`src/sv/bdg_pkg.sv`:
```
// Shared types and constants of the box downsampler.
package bdg_pkg;

  localparam int unsigned MaxOutWidth = 256;
  localparam int unsigned AddrW       = $clog2(MaxOutWidth);
  localparam int unsigned CoordW      = 12;
  localparam int unsigned SumW        = 32;
  localparam int unsigned CntW        = 2 * CoordW;
  localparam int unsigned OwW         = 9;

  localparam logic [1:0] REG_SRC_W = 2'd0;
  localparam logic [1:0] REG_SRC_H = 2'd1;
  localparam logic [1:0] REG_OUT_W = 2'd2;
  localparam logic [1:0] REG_OUT_H = 2'd3;

  typedef enum logic [2:0] {
    OP_BW,
    OP_BH,
    OP_BX,
    OP_BY,
    OP_AVG
  } op_e;

  typedef enum logic [2:0] {
    ST_DGO,
    ST_DWAIT,
    ST_IDLE,
    ST_RD,
    ST_ACC,
    ST_EMIT
  } state_e;

  typedef struct packed {
    logic accept;
    logic emit_err;
    logic skip;
    logic acc;
    logic div_start;
    logic div_latch;
    op_e  op;
    logic emit_avg;
  } cmd_t;

  typedef struct packed {
    logic div_busy;
    logic size_err;
    logic in_range;
    logic last;
    logic out_busy;
  } status_t;

endpackage

```
`src/sv/bdg_ctrl.sv`:
```
// Controller: sequences size setup, sample accumulation, averaging and error results.
module bdg_ctrl (
  input  logic             clk_i,
  input  logic             rst_ni,
  input  logic             cfg_we_i,
  input  logic             in_valid_i,
  output logic             in_ready_o,
  input  bdg_pkg::status_t status_i,
  output bdg_pkg::cmd_t    cmd_o
);

  bdg_pkg::state_e state_q, state_d;
  bdg_pkg::op_e    op_q, op_d;

  always_ff @(posedge clk_i or negedge rst_ni) begin
    if (!rst_ni) begin
      state_q <= bdg_pkg::ST_DGO;
      op_q    <= bdg_pkg::OP_BW;
    end else begin
      state_q <= state_d;
      op_q    <= op_d;
    end
  end

  always_comb begin
    state_d    = state_q;
    op_d       = op_q;
    cmd_o      = '0;
    cmd_o.op   = op_q;
    in_ready_o = 1'b0;
    unique case (state_q)
      bdg_pkg::ST_DGO: begin
        cmd_o.div_start = 1'b1;
        state_d         = bdg_pkg::ST_DWAIT;
      end
      bdg_pkg::ST_DWAIT: begin
        if (!status_i.div_busy) begin
          cmd_o.div_latch = 1'b1;
          unique case (op_q)
            bdg_pkg::OP_BW: begin
              op_d    = bdg_pkg::OP_BH;
              state_d = bdg_pkg::ST_DGO;
            end
            bdg_pkg::OP_BH: begin
              op_d    = bdg_pkg::OP_BX;
              state_d = bdg_pkg::ST_DGO;
            end
            bdg_pkg::OP_BX: begin
              op_d    = bdg_pkg::OP_BY;
              state_d = bdg_pkg::ST_DGO;
            end
            bdg_pkg::OP_BY:  state_d = bdg_pkg::ST_IDLE;
            default:         state_d = bdg_pkg::ST_EMIT;
          endcase
        end
      end
      bdg_pkg::ST_IDLE: begin
        in_ready_o = !(status_i.size_err && status_i.out_busy);
        if (in_valid_i && in_ready_o) begin
          cmd_o.accept = 1'b1;
          if (status_i.size_err) begin
            cmd_o.emit_err = 1'b1;
          end else begin
            state_d = bdg_pkg::ST_RD;
          end
        end
      end
      bdg_pkg::ST_RD: begin
        if (status_i.in_range) begin
          state_d = bdg_pkg::ST_ACC;
        end else begin
          cmd_o.skip = 1'b1;
          state_d    = bdg_pkg::ST_IDLE;
        end
      end
      bdg_pkg::ST_ACC: begin
        cmd_o.acc = 1'b1;
        if (status_i.last) begin
          op_d    = bdg_pkg::OP_AVG;
          state_d = bdg_pkg::ST_DGO;
        end else begin
          state_d = bdg_pkg::ST_IDLE;
        end
      end
      bdg_pkg::ST_EMIT: begin
        if (!status_i.out_busy) begin
          cmd_o.emit_avg = 1'b1;
          state_d        = bdg_pkg::ST_IDLE;
        end
      end
      default: state_d = bdg_pkg::ST_IDLE;
    endcase
    if (cfg_we_i) begin
      op_d    = bdg_pkg::OP_BW;
      state_d = bdg_pkg::ST_DGO;
    end
  end

endmodule

```
`config.mk`:
```
export PLATFORM = sky130hd
export DESIGN_NAME = bdg_ctrl
export DESIGN_NICKNAME = d
export VERILOG_FILES = /design/src/sv/bdg_pkg.sv /design/src/sv/bdg_ctrl.sv
export SDC_FILE = /design/constraint.sdc
export NUM_CORES = 1
export LEC_CHECK = 0
export BUFFER_PORTS_ARGS = -buffer_cell sky130_fd_sc_hd__clkbuf_2
export CAP_MARGIN = 20
export CORE_AREA = 4 4 41 43
export DETAILED_ROUTE_END_ITERATION = 16
export DIE_AREA = 0 0 45 47
export GPL_TIMING_DRIVEN = 0
export PLACE_DENSITY = 0.66
export SYNTH_ARGS = -nofsm -noshare
export SYNTH_HDL_FRONTEND = slang
export SYNTH_SLANG_ARGS = --single-unit
```
`constraint.sdc`:
```
create_clock -name clk_i -period 1.75 [get_ports clk_i]
set_input_delay 0.35 -clock clk_i [delete_from_list [all_inputs] [get_ports clk_i]]
set_output_delay 0.35 -clock clk_i [all_outputs]
set_load 0.02 [all_outputs]
```
# After elaboration in Yosys (flattened, before gate mapping)

Cells that the tools add are included.

Eq/ne operators: 14
Multiplexer cells: 26
Reduce and logical (&&, ||, !) cells: 9

Operators by type and width:

| cell                                                 | count |
|---|---|
| 2-to-1 mux 3 bit                                     | 9 |
| case mux 3 bit (6 select lines)                      | 1 |
| != test 3 bit (second input constant)                | 5 |
| equality test 3 x 2 -> 1 bit (second input constant) | 4 |
| case mux 3 bit (2 select lines)                      | 2 |
| 2-to-1 mux 1 bit                                     | 10 |
| case mux 3 bit (3 select lines)                      | 1 |
| AND reduction 4 bit                                  | 2 |
| equality test 3 x 1 -> 1 bit (second input constant) | 2 |
| equality test 3 bit (second input constant)          | 2 |
| logical NOT 3 bit                                    | 2 |
| 2-to-1 mux 2 bit                                     | 3 |
| != test 5 bit (second input constant)                | 1 |
| nonzero test 3 bit                                   | 1 |
| OR reduction 3 bit                                   | 1 |
| logical AND 1 bit                                    | 2 |
| logical NOT 1 bit                                    | 1 |

Register bits: 6
Input bits: 9
Output and inout bits: 11

# Longest topological paths before layout

Gate-level depths: netlist of run 1.

Depth after elaboration: 6
Mapped depth: 5

# Worst setup path after synthesis of run 1

No wires, ideal clock.

Path type: register to output
Start point: reg state_q[2]
End point: out cmd_o[8] in the netlist's numbering
Arrival time: 1.321 ns
Data required time: 1.400 ns
Slack: 0.079 ns
Cell stages (with the launch flop): 4
Buffers on the path: 1
Cells stage by stage: dfrtp_1 -> buf_6 -> a2111oi_4 -> and3_1

RTL lines:

| what                   | RTL line       | text |
|---|---|---|
| from (decl)            | bdg_ctrl.sv:12 | `bdg_pkg::state_e state_q, state_d;` |
| from (signal assigned) | bdg_ctrl.sv:17 | `state_q <= bdg_pkg::ST_DGO;` |
| from (signal assigned) | bdg_ctrl.sv:20 | `state_q <= state_d;` |
| to (decl)              | bdg_ctrl.sv:9  | `output bdg_pkg::cmd_t cmd_o` |

==> impl_metrics.ini, run 1 <==
[global_route]
grt_pass1_vias = 458
antenna_found_initial = 0
grt.overflow.total = 0
grt_start_max_net_pins = 11
grt_use_total_pct = 12.1
grt_pass1_wl_microns = 1860

[cts]
clock_latency_ns = 0.23
cts_inserted_buffers = 3
htree_levels = 1
numClockSinks = 6
cts_tree = built
root_buffer = clkbuf_4
clk_path_buf_depth = 2
clk_pin_slew_ns = 0.04

[sta]
drv_slew = 0
relSlewSlack_pct = 75.6
fin_skew_ns = 0.00194
fin_hold_ws_ns = 0.358
setup_violations = 0
worstMarginPinSlew_ns = 0.363
finalCritPeriodShare_pct = 98.1
fmax_mhz = 583
rsz0062_at_grt = yes
hold_violations = 0
fin_crit_ns = 1.72

[die]
start_util_pct = 33.7
die_x_microns = 45
die-height_microns = 47
design.portCount = 20
rows = 13
coreArea_sq_mm = 0.00130
die-area_sq_mm = 0.00212

[yosys]
yosys_warnings = 0
yosys.area.top_type = dfrtp_1
synth.cell_area_sq_um = 438
synth_seq_cells = 6
synth_nets = 56
synth.top_cell.area_share_pct = 34.3
synth_cells = 47
synth_cell_types = 26
ys_seq_area_share_pct = 34.3
avgSynthCellArea_sq_um = 9.32
synth.area.top_cells = dfrtp_1 (34%), a2111oi_4 (6.3%), nor2_1 (6.0%), buf_6 (5.1%), a21oi_1 (4.6%)

[layout]
layout.nets = 83
final_common_cell = clkbuf_2
fill_cells = 129
diodes = 0
finalNonFillerCells = 87
final_cell_mix = clkbuf_2 (13), nor2_1 (7), dfrtp_1 (6), buf_4 (5), a21oi_1 (4)
syn_to_final_growth_pct = 46.0
drive_above_1_share_pct = 47.2

[placed_design]
dp_hpwl_microns = 825
dp_cells = 81
port_buffers = 19
gp_congestion = 0.778

[pwr]
power.density_mw_per_mm2 = 522
p_leak_uw = 0.000287
peakVddDrop_uv = 383

[route]
drtAntennaViolNets = 0
viasPerCell = 5.18
drt_wl_total_microns = 1080
firstDrtPassIters = 4
dr.first_iter.drc_count = 11
drt-wirelength-per-cell_microns = 12.5
num_vias = 451
drc = 0

[hold_path]
hold_path_class = in -> reg

[setup_path]
crit_fanout = 5
worstPathArrival_ns = 1.37
startpoint_type = flop
critPathCaptureType = output port
critical_path_class = reg -> out
required_ns = 1.40

[run]
cap_violations = 0

[status]
status = complete, no violations
## area by class of cell
cell class	count	area [sq um]	area share, %
Multi-Input combinational cell	35	262	40.9
Sequential cell	6	150	23.5
Tap cell	15	18.8	2.94
Clock buffer	3	22.5	3.52
Inverter	3	13.8	2.15
Buffer	2	22.5	3.52
Timing Repair Buffer	23	150	23.5
## what timing repair did
item / 4_1_cts / 5_1_grt
hold buffers: 1 / 0
gates cloned: 0 / 0
setup buffers: 3 / 0
hold endpoints to repair: 6 / 0
gates resized for setup: 5 / 10
setup endpoints to repair: 2 / 5
pin swaps: 3 / 2
## metrics by stage
step / power (uW) / setup WS (ns) / setup TNS [ns] / cell area [sq um] / utilization [%]
3_3_place_gp: 212 / 0.202 / 0 / 552 / 42.4
5_1_grt: 359 / -0.0246 / -0.0480 / 639 / 49.1
4_1_cts: 345 / -0.0476 / -0.0639 / 628 / 48.3
3_5_place_dp: 213 / 0.182 / 0 / 552 / 42.4
6_report: 334 / 0.0335 / 0 / 639 / 49.1
2_1_floorplan: 184 / 0.0790 / 0 / 438 / -
## path summary, 6_finish.rpt
kind	start	end	slack, ns	cells past startpoint
max	state_q[1]$_DFFE_PN0P_	cmd_o[8]	0.03	5
min	cfg_we_i	state_q[2]$_DFFE_PN0P_	0.36	2
max reg2reg	state_q[1]$_DFFE_PN0P_	state_q[2]$_DFFE_PN0P_	0.27	7
min reg2reg	op_q[2]$_DFFE_PN0P_	op_q[2]$_DFFE_PN0P_	0.58	2
max in group asynchronous	rst_ni	state_q[2]$_DFFE_PN0P_	1.13	2
min in group asynchronous	rst_ni	op_q[1]$_DFFE_PN0P_	0.47	2
## worst max-delay path, stage by stage, from the launching register on
cell and delay (ns):
dfrtp_1 0.33, buf_6 0.10, inv_4 0.04, a2111oi_4 0.30
and3_1 0.21, clkbuf_8 0.14
## sequential cells by signal, summed over array words and instances (netlist names)
name and cells:
op_q 3, state_q 3
## Yosys cell counts
cell type  count
nand4_1        1
mux2i_1        2
a2111oi_2      1
nand2_1        1
inv_2          1
inv_1          2
nand2b_1       1
a31oi_1        1
o221ai_1       1
a2111oi_4      1
nor3_4         1
and2_1         2
a211oi_1       1
buf_6          2
o2bb2ai_1      1
nor3_1         4
nor4_1         1
nor2_1         7
buf_4          1
or2_0          1
o22ai_1        1
and2b_1        1
dfrtp_1        6
and3_1         1
nand2b_2       1
a21oi_1        4
## cell families (layout without fill, tap and decap cells)
| group | Yosys count | count (layout) | share of synthesized area [%] |
|---|---|---|---|
| AND/OR/NAND/NOR | 22 | 22 | 28.9 |
| AO/OA/AOI/OAI | 11 | 11 | 22.9 |
| flip-flops | 6 | 6 | 34.3 |
| buffers and inverters | 6 | 31 | 9.43 |
| multiplexers | 2 | 2 | 4.57 |
## power by group
part           internal, uW  total (uW)  switching (uW)
clock network          77.0         118            41.4
registers               144         149            5.32
logic                  27.0        66.4            39.4
total                   248         334            86.1
## routing by layer
metal	wire, microns	vias to the layer above	global-route usage [%]	part of all wire [%]
met5	0	-	0	0
met4	0	0	1.75	0
met3	77	0	5.75	7.1
met2	555	20	20.3	51
met1	451	212	14.4	42
li1	-	219	-	-
(Power assumes the default switching activity.)
==> inputs of run 2 (changes only) <==
RECOVER_POWER = 100   (was default)
==> run 2 against run 1 <==
Effect of this change: cell count stayed put; clock-buffer cell count stayed put; hold slack better by 0.0022 ns; highest routed layer unchanged.
==> impl_metrics.ini, run 2 (same netlist as run 1, synthesis figures left out) <==
[route]
dr.first_iter.drc_count = 11
firstDrtPassIters = 4
viasPerCell = 5.16
drt_wl_total_microns = 1070
drc = 0
num_vias = 449
drt-wirelength-per-cell_microns = 12.3
drtAntennaViolNets = 0

[setup_path]
max_stage_delay_ns = 0.33
critPathCaptureType = output port
worstReg2RegStart = state_q[1]$_DFFE_PN0P_
cp_slowest_cell = dfrtp_1
crit_fanout = 5
worst-r2r-setup-slack_ns = 0.27
required_ns = 1.40
worstPathArrival_ns = 1.37
r2r_cells = 7
critical_path_class = reg -> out
startpoint_type = flop
timing.rr.end = state_q[2]$_DFFE_PN0P_
crit_chain = buf_6 > inv_4 > a2111oi_4 > and3_1 > clkbuf_8

[global_route]
grt_pass1_vias = 458
use_met3_pct = 5.75
grt_pass1_wl_microns = 1860
grtUsageMet2_pct = 20.3
grt_busiest_layer = met2
antenna_found_initial = 0
grt_start_max_net_pins = 11
grt_util_met1_pct = 14.4
grt.overflow.total = 0
grt_use_total_pct = 12.1

[cts]
htree_levels = 1
clk_pin_slew_ns = 0.04
numClockSinks = 6
cts_inserted_buffers = 3
clk_path_buf_depth = 2
cts_tree = built
clock_latency_ns = 0.23
root_buffer = clkbuf_4

[pwr]
clkPwrFrac_pct = 35.4
peakVddDrop_uv = 381
combPwrFrac_pct = 19.7
switching_share_pct = 25.7
internal-power_uw = 247
p_leak_uw = 0.000274
p_sw_uw = 85.3
power_uw = 332
seqPwrFrac_pct = 44.9
power.density_mw_per_mm2 = 523

[layout]
fin_util_pct = 48.8
layout.nets = 83
drive_above_1_share_pct = 41.7
final_common_cell = clkbuf_2
final_cell_mix = clkbuf_2 (9), nor2_1 (7), dfrtp_1 (6), buf_4 (5)
top_regs = op_q: 3 flops, state_q: 3 flops
diodes = 0
syn_to_final_growth_pct = 44.9

[run]
cap_violations = 0

[hold_path]
hold_path_class = in -> reg
hp-start = cfg_we_i
whs_path_depth = 2
whs_endpoint = state_q[2]$_DFFE_PN0P_

[sta]
rsz0062_at_grt = yes
fin_hold_ws_ns = 0.360
finalCritPeriodShare_pct = 98.0
fin_ws_ns = 0.0348
fmax_mhz = 583
setup_violations = 0
fin_crit_ns = 1.72
fin_skew_ns = 0.00243
hold_violations = 0
drv_slew = 0
worstMarginPinSlew_ns = 0.369
relSlewSlack_pct = 75.2

[die]
coreArea_sq_mm = 0.00130
design.portCount = 20
die-area_sq_mm = 0.00212
start_util_pct = 33.7
die-height_microns = 47
rows = 13
die_x_microns = 45

[placed_design]
port_buffers = 19
post-place-ws_ns = 0.182
gp_congestion = 0.778
dp_hpwl_microns = 825

[status]
status = complete, no violations
run 2: cell count changes in the layout (fill, tap and decap cells not counted):
cell	delta
clkbuf_1	+4
clkbuf_2	-4
run 2: how the worst max path moves through the flow:
stage,to,slack (ns),start
2_1_floorplan,cmd_o[8],0.08,state_q[2]$_DFFE_PN0P_
3_3_place_gp,cmd_o[8],0.20,state_q[2]$_DFFE_PN0P_
3_5_place_dp,cmd_o[8],0.18,state_q[2]$_DFFE_PN0P_
4_1_cts,cmd_o[8],-0.05,state_q[0]$_DFFE_PN0P_
5_1_grt,cmd_o[7],-0.02,state_q[0]$_DFFE_PN0P_
6_report,cmd_o[8],0.03,state_q[1]$_DFFE_PN0P_
run 2: final cells by class:
cell class                      count  area (sq um)
Multi-Input combinational cell     35           262
Sequential cell                     6           150
Inverter                            3          13.8
Clock buffer                        3          22.5
Buffer                              2          22.5
Tap cell                           15          18.8
Fill cell                         133           667
Timing Repair Buffer               23           145
run 2: metal layers:
metal	wire (microns)	vias to the layer above
met5	0	-
met4	0	0
met3	69	0
met2	548	18
met1	456	211
li1	-	220
run 2: critical path: cells and delay by family, from the launching register on:
family / cells / cell delay (ns)
simple gates: 1 / 0.21
flops: 1 / 0.33
compound gates: 1 / 0.30
buf+inv: 3 / 0.28
run 2: power by group through the flow:
stage	combinational (uW)	clock, uW	sequential [uW]
after floorplan	33.0	0	151
after global placement	63.7	0	149
after detailed placement	63.5	0	149
after CTS	70.5	127	148
after global routing	72.9	136	150
final	65.5	118	149
run 2: per-stage QoR:
stage	setup TNS, ns	std cells	cell area (sq um)
after floorplan	0	47	438
after detailed placement	0	81	552
final	0	87	634
after global placement	0	81	552
after global routing	-0.0480	87	634
after CTS	-0.0639	88	628
run 2: repair_timing:
item | 4_1_cts | 5_1_grt
gates resized for setup | 5 | 10
pin swaps | 3 | 2
hold buffers | 1 | 0
endpoints found under the hold margin | 6 | 0
buffers inserted | 3 | 0
setup endpoints to repair | 2 | 5
